==> src/hw/rtl/dcba_pkg.sv <==
package dcba_pkg;

	// Widths fixed by the item and register formats
	localparam int CUR_W      = 16;
	localparam int STAMP_W    = 32;
	localparam int CFG_W      = 32;
	localparam int RUN_W      = 8;
	localparam int REG_IDX_W  = 3;

	// Timestamp width used for last-raise time and elapsed-time math
	localparam int TIME_BITS_DEF = 32;

	localparam logic [RUN_W-1:0] RUN_MAX = '1;

	typedef enum logic [1:0] {
		KIND_NONE = 2'd0,
		KIND_HIGH = 2'd1,
		KIND_LOW  = 2'd2
	} kind_t;

	typedef enum logic [REG_IDX_W-1:0] {
		REG_DEBOUNCE = 3'd0,
		REG_COOLDOWN = 3'd1,
		REG_HIGH_THR = 3'd2,
		REG_LOW_THR  = 3'd3,
		REG_NOISE    = 3'd4
	} reg_idx_t;

	typedef struct packed {
		logic        [RUN_W-1:0] debounce_count;
		logic        [CFG_W-1:0] cooldown_ms;
		logic signed [CUR_W-1:0] high_threshold;
		logic signed [CUR_W-1:0] low_threshold;
		logic signed [CUR_W-1:0] noise_floor;
	} cfg_t;

	localparam logic        [RUN_W-1:0] DEBOUNCE_RST = 8'd3;
	localparam logic        [CFG_W-1:0] COOLDOWN_RST = 32'd60000;
	localparam logic signed [CUR_W-1:0] HIGH_THR_RST = 16'sd10000;
	localparam logic signed [CUR_W-1:0] LOW_THR_RST  = 16'sd1000;
	localparam logic signed [CUR_W-1:0] NOISE_RST    = 16'sd150;

endpackage

==> src/hw/rtl/dcba_in_if.sv <==
interface dcba_in_if
	import dcba_pkg::*;
();
	logic                    valid;
	logic                    ready;
	logic                    req_type;
	logic signed [CUR_W-1:0] current_ma;
	logic [STAMP_W-1:0]      time_ms;

	modport source (output valid, req_type, current_ma, time_ms, input ready);
	modport sink   (input valid, req_type, current_ma, time_ms, output ready);
endinterface

==> src/hw/rtl/dcba_out_if.sv <==
interface dcba_out_if
	import dcba_pkg::*;
();
	logic       valid;
	logic       ready;
	logic [1:0] alert_kind;
	logic       alert_active;
	logic       alert_raised;

	modport source (output valid, alert_kind, alert_active, alert_raised, input ready);
	modport sink   (input valid, alert_kind, alert_active, alert_raised, output ready);
endinterface

==> src/hw/rtl/dcba_cfg_regs.sv <==
module dcba_cfg_regs
	import dcba_pkg::*;
(
	input  logic                 clk,
	input  logic                 arst_n,
	input  logic                 cfg_we,
	input  logic [REG_IDX_W-1:0] cfg_index,
	input  logic [CFG_W-1:0]     cfg_wdata,
	output cfg_t                 cfg
);

	cfg_t cfg_q;

	always_ff @(posedge clk or negedge arst_n) begin
		if (!arst_n) begin
			cfg_q.debounce_count <= DEBOUNCE_RST;
			cfg_q.cooldown_ms    <= COOLDOWN_RST;
			cfg_q.high_threshold <= HIGH_THR_RST;
			cfg_q.low_threshold  <= LOW_THR_RST;
			cfg_q.noise_floor    <= NOISE_RST;
		end else if (cfg_we) begin
			// drop writes beyond the register list
			unique case (cfg_index)
				REG_DEBOUNCE: cfg_q.debounce_count <= cfg_wdata[RUN_W-1:0];
				REG_COOLDOWN: cfg_q.cooldown_ms    <= cfg_wdata;
				REG_HIGH_THR: cfg_q.high_threshold <= cfg_wdata[CUR_W-1:0];
				REG_LOW_THR:  cfg_q.low_threshold  <= cfg_wdata[CUR_W-1:0];
				REG_NOISE:    cfg_q.noise_floor    <= cfg_wdata[CUR_W-1:0];
				default: ;
			endcase
		end
	end

	assign cfg = cfg_q;

endmodule

==> src/hw/rtl/debounced_current_band_alarm_core.sv <==
// Channel   Dir  Payload                                  Handshake
// in_ch     in   req_type, current_ma, time_ms            valid/ready
// out_ch    out  alert_kind, alert_active, alert_raised   valid/ready
// cfg       in   cfg_we, cfg_index, cfg_wdata             write on cfg_we
//
// One item per cycle sustained while out_ch is ready; an accepted item is held in the
// input register, then in the result register, from which it is offered on out_ch.
// The alert state update sits between the input register and the result
// register: one signed compare set, an 8-bit counter and a TIME_BITS subtract
// with compare, all combinational.
// Reset (arst_n low) clears all control state and loads register defaults.
// A stalled out_ch holds its item; in_ch keeps taking items until the input
// register is also full.
module debounced_current_band_alarm_core
	import dcba_pkg::*;
#(
	parameter int TIME_BITS = TIME_BITS_DEF
) (
	input  logic                 clk,
	input  logic                 arst_n,
	input  logic                 cfg_we,
	input  logic [REG_IDX_W-1:0] cfg_index,
	input  logic [CFG_W-1:0]     cfg_wdata,
	dcba_in_if.sink              in_ch,
	dcba_out_if.source           out_ch
);

	// Elapsed time and cooldown are compared at the wider of the two widths
	localparam int CMP_W = (TIME_BITS > CFG_W) ? TIME_BITS : CFG_W;

	cfg_t cfg;

	dcba_cfg_regs u_cfg (
		.clk       (clk),
		.arst_n    (arst_n),
		.cfg_we    (cfg_we),
		.cfg_index (cfg_index),
		.cfg_wdata (cfg_wdata),
		.cfg       (cfg)
	);

	// ---------------------------------------------------------------------
	// Input register
	// ---------------------------------------------------------------------
	logic                    valid_s1;
	logic                    clear_s1;
	logic signed [CUR_W-1:0] cur_s1;
	logic [TIME_BITS-1:0]    now_s1;
	logic [TIME_BITS-1:0]    now_in;

	logic out_valid_q;
	logic adv;      // item in the input register moves into the result register
	logic take_in;

	// Mask the stamp to TIME_BITS, or zero-extend it when TIME_BITS is wider
	generate
		if (TIME_BITS >= STAMP_W) begin : g_stamp_ext
			assign now_in = TIME_BITS'(in_ch.time_ms);
		end else begin : g_stamp_mask
			assign now_in = in_ch.time_ms[TIME_BITS-1:0];
		end
	endgenerate

	assign adv     = valid_s1 && (!out_valid_q || out_ch.ready);
	assign take_in = in_ch.valid && in_ch.ready;
	assign in_ch.ready = !valid_s1 || adv;

	always_ff @(posedge clk or negedge arst_n) begin
		if (!arst_n) begin
			valid_s1 <= 1'b0;
		end else if (in_ch.ready) begin
			valid_s1 <= in_ch.valid;
		end
	end

	always_ff @(posedge clk) begin
		if (take_in) begin
			clear_s1 <= in_ch.req_type;
			cur_s1   <= in_ch.current_ma;
			now_s1   <= now_in;
		end
	end

	// ---------------------------------------------------------------------
	// Alert state
	// ---------------------------------------------------------------------
	kind_t                present_q;
	kind_t                cand_q;
	logic [RUN_W-1:0]     run_q;
	logic [TIME_BITS-1:0] last_raise_q;
	logic                 raise_valid_q;

	kind_t                cls;
	logic [RUN_W-1:0]     run_next;
	logic [TIME_BITS-1:0] since;
	logic                 cool_ok;
	logic                 raise;

	// Classify: HIGH wins over LOW; LOW needs to sit strictly above the floor
	always_comb begin
		cls = KIND_NONE;
		if (cur_s1 > cfg.high_threshold) begin
			cls = KIND_HIGH;
		end else if (cur_s1 > cfg.noise_floor && cur_s1 < cfg.low_threshold) begin
			cls = KIND_LOW;
		end
	end

	// Extend the run on a repeat of the candidate, saturating; restart otherwise
	always_comb begin
		if (cls == cand_q) begin
			run_next = (run_q == RUN_MAX) ? run_q : run_q + RUN_W'(1);
		end else begin
			run_next = RUN_W'(1);
		end
	end

	// Wrapping elapsed time; a block that never raised ignores the cooldown
	assign since   = now_s1 - last_raise_q;
	assign cool_ok = !raise_valid_q || (CMP_W'(since) > CMP_W'(cfg.cooldown_ms));

	assign raise = !clear_s1 && (cls != KIND_NONE) && (run_next >= cfg.debounce_count)
		&& (present_q != cls) && cool_ok;

	always_ff @(posedge clk or negedge arst_n) begin
		if (!arst_n) begin
			present_q     <= KIND_NONE;
			cand_q        <= KIND_NONE;
			run_q         <= '0;
			last_raise_q  <= '0;
			raise_valid_q <= 1'b0;
		end else if (adv) begin
			if (clear_s1 || cls == KIND_NONE) begin
				// Clear item or normal sample: drop alert and run, keep raise time
				present_q <= KIND_NONE;
				cand_q    <= KIND_NONE;
				run_q     <= '0;
			end else begin
				cand_q <= cls;
				run_q  <= run_next;
				if (raise) begin
					present_q     <= cls;
					last_raise_q  <= now_s1;
					raise_valid_q <= 1'b1;
				end
			end
		end
	end

	// ---------------------------------------------------------------------
	// Result register
	// ---------------------------------------------------------------------
	kind_t kind_next;
	kind_t kind_q;
	logic  raised_q;

	always_comb begin
		if (clear_s1 || cls == KIND_NONE) begin
			kind_next = KIND_NONE;
		end else if (raise) begin
			kind_next = cls;
		end else begin
			kind_next = present_q;
		end
	end

	always_ff @(posedge clk or negedge arst_n) begin
		if (!arst_n) begin
			out_valid_q <= 1'b0;
		end else if (adv) begin
			out_valid_q <= 1'b1;
		end else if (out_ch.ready) begin
			out_valid_q <= 1'b0;
		end
	end

	always_ff @(posedge clk) begin
		if (adv) begin
			kind_q   <= kind_next;
			raised_q <= raise;
		end
	end

	assign out_ch.valid        = out_valid_q;
	assign out_ch.alert_kind   = kind_q;
	assign out_ch.alert_active = (kind_q != KIND_NONE);
	assign out_ch.alert_raised = raised_q;

	// ---------------------------------------------------------------------
	// Checks
	// ---------------------------------------------------------------------
	a_run_needs_cand: assert property (@(posedge clk) disable iff (!arst_n)
		(cand_q == KIND_NONE) |-> (run_q == '0))
		else $error("run count nonzero without a candidate");

	a_alert_implies_raised: assert property (@(posedge clk) disable iff (!arst_n)
		(present_q != KIND_NONE) |-> raise_valid_q)
		else $error("alert present but no raise recorded");

	a_raise_sets_alert: assert property (@(posedge clk) disable iff (!arst_n)
		(adv && raise) |=> (present_q != KIND_NONE && last_raise_q == $past(now_s1)))
		else $error("raise did not update alert state");

	a_raised_is_active: assert property (@(posedge clk) disable iff (!arst_n)
		(out_ch.valid && out_ch.alert_raised) |-> out_ch.alert_active)
		else $error("raised result without active alert");

endmodule

==> src/flat_wrapper.sv <==
// flat-port wrapper written by rule: the top's interface ports become plain ports
module debounced_current_band_alarm_core_flat import dcba_pkg::*;
#(
	parameter int TIME_BITS = TIME_BITS_DEF
)
  (clk, arst_n, cfg_we, cfg_index, cfg_wdata, in_ch_valid, in_ch_req_type, in_ch_current_ma, in_ch_time_ms, in_ch_ready, out_ch_valid, out_ch_alert_kind, out_ch_alert_active, out_ch_alert_raised, out_ch_ready);
  dcba_in_if in_ch_i ();
  dcba_out_if out_ch_i ();
  input  logic clk;
  input  logic arst_n;
  input  logic cfg_we;
  input  logic [REG_IDX_W-1:0] cfg_index;
  input  logic [CFG_W-1:0] cfg_wdata;
  input wire logic [$bits(in_ch_i.valid)-1:0] in_ch_valid;
  input wire logic [$bits(in_ch_i.req_type)-1:0] in_ch_req_type;
  input wire logic [$bits(in_ch_i.current_ma)-1:0] in_ch_current_ma;
  input wire logic [$bits(in_ch_i.time_ms)-1:0] in_ch_time_ms;
  output wire logic [$bits(in_ch_i.ready)-1:0] in_ch_ready;
  output wire logic [$bits(out_ch_i.valid)-1:0] out_ch_valid;
  output wire logic [$bits(out_ch_i.alert_kind)-1:0] out_ch_alert_kind;
  output wire logic [$bits(out_ch_i.alert_active)-1:0] out_ch_alert_active;
  output wire logic [$bits(out_ch_i.alert_raised)-1:0] out_ch_alert_raised;
  input wire logic [$bits(out_ch_i.ready)-1:0] out_ch_ready;
  assign in_ch_i.valid = in_ch_valid;
  assign in_ch_i.req_type = in_ch_req_type;
  assign in_ch_i.current_ma = in_ch_current_ma;
  assign in_ch_i.time_ms = in_ch_time_ms;
  assign in_ch_ready = in_ch_i.ready;
  assign out_ch_valid = out_ch_i.valid;
  assign out_ch_alert_kind = out_ch_i.alert_kind;
  assign out_ch_alert_active = out_ch_i.alert_active;
  assign out_ch_alert_raised = out_ch_i.alert_raised;
  assign out_ch_i.ready = out_ch_ready;
  debounced_current_band_alarm_core #(.TIME_BITS(TIME_BITS)) u_core (.clk(clk), .arst_n(arst_n), .cfg_we(cfg_we), .cfg_index(cfg_index), .cfg_wdata(cfg_wdata), .in_ch(in_ch_i), .out_ch(out_ch_i));
endmodule
==> config.mk <==
export PLATFORM = sky130hd
export DESIGN_NAME = debounced_current_band_alarm_core_flat
export DESIGN_NICKNAME = d
export VERILOG_FILES = /design/src/hw/rtl/dcba_pkg.sv /design/src/hw/rtl/dcba_in_if.sv /design/src/hw/rtl/dcba_out_if.sv /design/src/hw/rtl/dcba_cfg_regs.sv /design/src/hw/rtl/debounced_current_band_alarm_core.sv /design/src/flat_wrapper.sv
export SDC_FILE = /design/constraint.sdc
export NUM_CORES = 1
export LEC_CHECK = 0
export CORE_MARGIN = 4
export CORE_UTILIZATION = 40
export CTS_BUF_LIST = sky130_fd_sc_hd__clkbuf_8
export CTS_CLUSTER_DIAMETER = 60
export DETAILED_ROUTE_END_ITERATION = 12
export DONT_BUFFER_PORTS = 1
export SLEW_MARGIN = 20
export SYNTH_ARGS = -nofsm -noshare
export SYNTH_HDL_FRONTEND = slang
export SYNTH_HIERARCHICAL = 1
export SYNTH_SLANG_ARGS = --single-unit
==> constraint.sdc <==
create_clock -name clk -period 5.9 [get_ports clk]
set_clock_uncertainty 0.2 [all_clocks]
set_input_delay 1.18 -clock clk [delete_from_list [all_inputs] [get_ports clk]]
set_output_delay 1.18 -clock clk [all_outputs]
set_load 0.1 [all_outputs]
== After elaboration in Yosys (flattened, before gate mapping) ==
Index checks and enable logic that the tools add are counted.
Widths: inputs -> output; s select.
Operators by class
  add/subtract/negate cells: 2
  magnitude comparators: 5
  equality and inequality tests: 7
  mux-type cells: 10
  bitwise logic cells: 1
  reduce and logical (&&, ||, !) cells: 26
Operators by type and width (count)
  $gt 16x16->1: 2
  $gt 32x32->1: 1
  $sub 32x32->32: 1
  $mux 8: 3
  $lt 16x16->1: 1
  $mux 2: 5
  $reduce_and 2->1: 5
  $add 8x1->8 const B: 1
  $eq 8x8->1 const B: 1
  $ge 8x8->1: 1
  $logic_and 1x1->1: 7
  $eq 3x2->1 const B: 2
  $reduce_bool 2->1: 3
  $logic_not 1->1: 4
  $logic_or 1x1->1: 4
  $eq 3x1->1 const B: 1
  $eq 3x3->1 const B: 1
  $logic_not 3->1: 1
  $reduce_and 3->1: 1
  $eq 2x2->1: 1
  $logic_not 2->1: 1
  $mux 1: 2
  $ne 2x2->1: 1
  $not 1->1: 1
Word-level totals
  register bits after elaboration: 187
  bits of input ports: 89
  output and inout bits: 6
  word-level logic and storage cells: 68

== Depth between registers and ports, before layout ==
  depth in word-level cells: 12
  gate-level depth with buffers: 23
  gate-level depth less buffers: 23

== By module ==
The synthesis kept the hierarchy.
Modules (own cells, without submodules)
  debounced_current_band_alarm_core: times used 1, cells each 781, area an instance 7604.8 µm², sequential area each 2737.6 µm²
  dcba_cfg_regs: times used 1, cells each 190, area an instance 3389.5 µm², sequential area each 2232.1 µm²

== Worst setup path after synthesis ==
Ideal clock, no wire load.
  path type: reg2reg
  from: register u_core.now_s1[1]
  to: register u_core.last_raise_q[11]
  library setup time: 0.125 ns
  data arrival time: 4.689 ns
  path slack: 0.886 ns
  cell stages (with the launch flop): 19
  clock period less this slack: 5.014 ns
  path through: edfxtp_1 ha_1 nor2b_1 o31a_1 o31a_1 a221oi_2 o21a_1 o311ai_1 a31o_2 a21oi_1 xnor2_1 ha_1 nand4_1 nor4_1 a21oi_1 a211oi_4 o2111ai_4 buf_6 mux2_4
On the way
  cells in the longest elaborated chain, start to end: 5
Ends and longest elaborated chain
  start, declared: RTL line debounced_current_band_alarm_core.sv:48  | logic [TIME_BITS-1:0] now_s1;
  start signal, assigned: RTL line debounced_current_band_alarm_core.sv:80  | now_s1 <= now_in;
  $sub 32x32->32: RTL line debounced_current_band_alarm_core.sv:119  | assign since = now_s1 - last_raise_q;
  $gt 32x32->1: RTL line debounced_current_band_alarm_core.sv:120  | assign cool_ok = !raise_valid_q || (CMP_W'(since) > CMP_W'(cfg.cooldown_ms));
  $logic_or 1x1->1: RTL line debounced_current_band_alarm_core.sv:120
  $logic_and 1x1->1: RTL line debounced_current_band_alarm_core.sv:123  | && (present_q != cls) && cool_ok;
  $reduce_and 3->1 (no line)
  end signal, assigned: RTL line debounced_current_band_alarm_core.sv:143  | last_raise_q <= now_s1;
  end, declared: RTL line debounced_current_band_alarm_core.sv:90  | logic [TIME_BITS-1:0] last_raise_q;
No other way between the ends.
A chain may end at the register's enable or synchronous reset.

== Worst setup path after layout ==
  from: register u_core.u_cfg.cfg_q, in the netlist u_core/u_cfg/cfg[7]
  to: register u_core.last_raise_q[9]
On the way
  cells in the longest elaborated chain, start to end: 11
  elaborated cells between the ends (all ways): 17
Ends and longest elaborated chain
  start, declared: RTL line dcba_cfg_regs.sv:12  | cfg_t cfg_q;
  $gt 16x16->1 *: RTL line debounced_current_band_alarm_core.sv:104  | end else if (cur_s1 > cfg.noise_floor && cur_s1 < cfg.low_threshold) begin
  $logic_and 1x1->1 *: RTL line debounced_current_band_alarm_core.sv:104
  $mux 2 *: RTL line debounced_current_band_alarm_core.sv:104
  $mux 2 *: RTL line debounced_current_band_alarm_core.sv:102  | if (cur_s1 > cfg.high_threshold) begin
  $eq 2x2->1: RTL line debounced_current_band_alarm_core.sv:111  | if (cls == cand_q) begin
  $mux 8: RTL line debounced_current_band_alarm_core.sv:111
  $ge 8x8->1: RTL line debounced_current_band_alarm_core.sv:122  | assign raise = !clear_s1 && (cls != KIND_NONE) && (run_next >= cfg.debounce_count)
  $logic_and 1x1->1: RTL line debounced_current_band_alarm_core.sv:122
  $logic_and 1x1->1 (2 in series): RTL line debounced_current_band_alarm_core.sv:123
  $reduce_and 3->1 (no line) *
Every way passes the cells marked *; elsewhere a longest branch is shown, timed or not.

==> flow_metrics.tcl <==
set metrics [dict create \
    vias 7014 \
    async_flop_share_pct 72.2 \
    die_y_um 174 \
    slowest_stage "dfstp_2" \
    syn_inst 971 \
    crit_path_end_kind "flip-flop" \
    layout-drive-gt1-share_pct 19.8 \
    syn_area_mm2 0.0110 \
    initial_utilization_pct 40.7 \
    startpoint_type "flip-flop" \
    path_class "flip-flop to flip-flop" \
    maxCapViolCount 0 \
    cts_tree "built" \
    setup_violations 0 \
    hold_viol_final 0 \
    crit_family "compound AO/OA/AOI/OAI gates" \
    gp_congestion 0.820 \
    ctsHtreeMaxLevel 4 \
    rsz0062_at_grt "no" \
    rows 60 \
    diodes 0 \
    max_freq_ghz 0.184 \
    cellPowerDensity_mw_per_mm2 408 \
    critPathBufInv 2 \
    layout.cell_area.non_filler_mm2 0.0118 \
    nFillCells 2559 \
    p_leak_nw 5.32 \
    period_needed_ns 5.43 \
    use_met3_pct 3.29 \
    drtIter0Drc 360 \
    tns_ns 0 \
    placed_cell_area_mm2 0.0113 \
    status "finished clean" \
    vias_per_cell 5.27 \
    drc 0 \
    cts_buffers 17 \
    path_max_fanout 12 \
    drv_slew 0 \
    die_w_um 174 \
    hold_buffers 0 \
    clk_latency_ns 0.47 \
    grt_pass1_vias 7015 \
    port_buffers 0 \
    crit_chain "inv_1 > ha_1 > nand4_1 > a2111oi_2 > and4bb_1 > nor4_2 > o21ai_2 > xnor2_1 > o31a_1 > nor2_1 > ha_1 > nand2b_1 > a211oi_1 > o21ai_0 > a21o_1 > a21oi_1 > a211oi_4 > o2111ai_4 > buf_4 > mux2_2" \
    wirelength_um 22900 \
    tightest_slew_ns 1.10 \
    synth_flop_cell "dfrtp_1" \
    crit_arrival_ns 5.57 \
    busiest_layer "met2" \
    postRouteAntennaNets 0 \
    synth_area_per_cell_um2 11.3 \
    grt_util_all_layers_pct 15.5 \
    hpwl_um 16900 \
    core_area_mm2 0.0270 \
    yosysSeqAreaShare_pct 45.2 \
    grt.met1_usage_pct 21.6 \
    grt_antenna_before_repair 4 \
    clk_pin_slew_ns 0.11 \
    ys_ff_latch 187 \
    max_stage_delay_ns 0.54 \
    syn_nets 1180 \
    clkSinkCount 187 \
    yosys_warnings 6 \
    vdd_ir_drop_max_mv 0.171 \
    fin_hold_ws_ns 0.194 \
    ys_types 75 \
    routedWlPerCell_um 17.2 \
    power_mw 4.81 \
    cpMostUsedCell "ha_1" \
    grt_use_met2_pct 24.7 \
    overflow 0 \
    cp.required_ns 6.04 \
    hp-class "primary input to async pin" \
    first_pass_iters 5 \
    grt_pass1_wl_um 37700 \
    synth_edf_count 52 \
    clk_path_buf_depth 2 \
    io_pins 95 \
    max_slew_margin_pct 26.3 \
    areaGrowthSynthToFinish_pct 7.29 \
    grt_max_degree 136 \
    nNetsFinal 1187 \
    cts_root_buffer "clkbuf_8" \
    die_area_mm2 0.0302 \
    finalCritPeriodShare_pct 92.0 \
]
-- where the power goes --
| group | switching [mW] | internal (mW) | total (mW) | leakage [nW] |
|---|---|---|---|---|
| sequential | 0.165 | 1.63 | 1.80 | 2.13 |
| clock | 0.485 | 0.491 | 0.977 | 0.237 |
| combinational | 1.09 | 0.951 | 2.04 | 2.95 |
-- final cells by class --
| type | count | area, µm² | area share (%) |
|---|---|---|---|
| clock buffers | 19 | 262 | 2.22 |
| repair buffers | 6 | 57.6 | 0.488 |
| clock inverters | 13 | 189 | 1.60 |
| flip-flops and latches | 187 | 4970 | 42.1 |
| inverters | 130 | 488 | 4.14 |
| well taps | 341 | 427 | 3.62 |
| multi-input cells | 636 | 5400 | 45.8 |
-- registers in the layout (all words and copies together) (netlist names) --
register,cells
u_core/u_cfg/cfg,88
u_core/last_raise_q,32
u_core/now_s1,32
u_core/cur_s1,16
u_core/run_q,8
u_core/cand_q,2
u_core/out_ch.alert_kind,2
u_core/present_q,2
u_core/clear_s1,1
u_core/out_ch.alert_raised,1
u_core/out_ch.valid,1
u_core/raise_valid_q,1
u_core/valid_s1,1
-- metal layers --
layer	vias up	part of all wire, %
met5	-	0.18
met3	15	3.7
li1	3487	-
met1	3400	48
met2	106	47
met4	6	0.90
-- worst paths after layout --
check / from / to / slack [ns] / depth (start not counted)
min in group clk: u_core/valid_s1 / u_core/out_ch.valid / 0.30 / 1
worst min-delay path: arst_n / u_core/u_cfg/cfg[28] / 0.19 / 0
worst max register to register: u_core/u_cfg/cfg[7] / u_core/last_raise_q[9] / 0.47 / 20
worst min register to register: u_core/valid_s1 / u_core/out_ch.valid / 0.30 / 1
worst max-delay path: u_core/u_cfg/cfg[7] / u_core/last_raise_q[9] / 0.47 / 20
max in group asynchronous: arst_n / u_core/u_cfg/cfg[80] / 4.99 / 0
-- through the flow --
step / util (%) / instances / worst slack, ns
2_1_floorplan: - / 971 / 0.886
3_3_place_gp: 41.9 / 1298 / 0.392
3_5_place_dp: 41.9 / 1298 / 0.245
4_1_cts: 43.6 / 1330 / 0.206
5_1_grt: 43.6 / 1332 / 0.0893
6_report: 43.6 / 1332 / 0.473
-- kinds of logic (layout without fill, tap and decap cells) --
| group | Yosys count | after routing | synth area share, % |
|---|---|---|---|
| adders and majority gates | 120 | 120 | 13.7 |
| DFF | 187 | 187 | 45.2 |
| and+or+nand+nor | 175 | 175 | 8.54 |
| xor gates and xnor gates | 35 | 35 | 2.79 |
| buffers and inverters | 148 | 168 | 5.79 |
| muxes | 121 | 121 | 12.5 |
| AOI/OAI and AO/OA | 185 | 185 | 11.4 |
-- Yosys cell counts, types with 6 or more instances --
library cell / number / share of area [%]
a21o_1: 26 / 1.8
a21oi_1: 66 / 3.0
a31oi_1: 8 / 0.46
and3_1: 11 / 0.63
buf_6: 9 / 0.92
clkbuf_1: 6 / 0.20
dfrtp_1: 111 / 25
dfstp_2: 24 / 5.7
edfxtp_1: 52 / 14
ha_1: 119 / 14
inv_1: 130 / 4.4
mux2_2: 114 / 12
nand2_1: 40 / 1.4
nand2b_1: 11 / 0.63
nand3_1: 15 / 0.68
nand4_1: 18 / 1.0
nor2_1: 34 / 1.2
nor2b_1: 8 / 0.46
nor3_1: 14 / 0.64
o211ai_1: 7 / 0.48
o21a_1: 11 / 0.75
o21ai_0: 24 / 1.1
xnor2_1: 26 / 2.1
xor2_1: 9 / 0.72
-- cell usage in the layout (no fill, tap or decap), drive strengths merged, types with 3 or more instances in the layout --
| master | netlist | layout |
|---|---|---|
| a2111oi | 4 | 4 |
| a211oi | 4 | 4 |
| a21o | 26 | 26 |
| a21oi | 67 | 67 |
| a221oi | 3 | 3 |
| a31oi | 8 | 8 |
| and2 | 4 | 4 |
| and3 | 11 | 11 |
| and4bb | 3 | 3 |
| buf | 11 | 6 |
| bufinv | 0 | 4 |
| clkbuf | 7 | 19 |
| dfrtp | 111 | 111 |
| dfstp | 24 | 24 |
| edfxtp | 52 | 52 |
| ha | 119 | 119 |
| inv | 130 | 138 |
| mux2 | 120 | 120 |
| nand2 | 40 | 40 |
| nand2b | 11 | 11 |
| nand3 | 15 | 15 |
| nand4 | 18 | 18 |
| nor2 | 34 | 34 |
| nor2b | 8 | 8 |
| nor3 | 14 | 14 |
| nor4 | 4 | 4 |
| o2111ai | 5 | 5 |
| o211ai | 7 | 7 |
| o21a | 11 | 11 |
| o21ai | 25 | 25 |
| o31a | 3 | 3 |
| or3 | 4 | 4 |
| xnor2 | 26 | 26 |
| xor2 | 9 | 9 |
-- timing repair --
action / in CTS / in global routing
gates resized for setup: 0 / 0
setup buffers: 0 / 2
endpoints found under the setup margin: 0 / 30
Power figures use the tool's default switching activity.
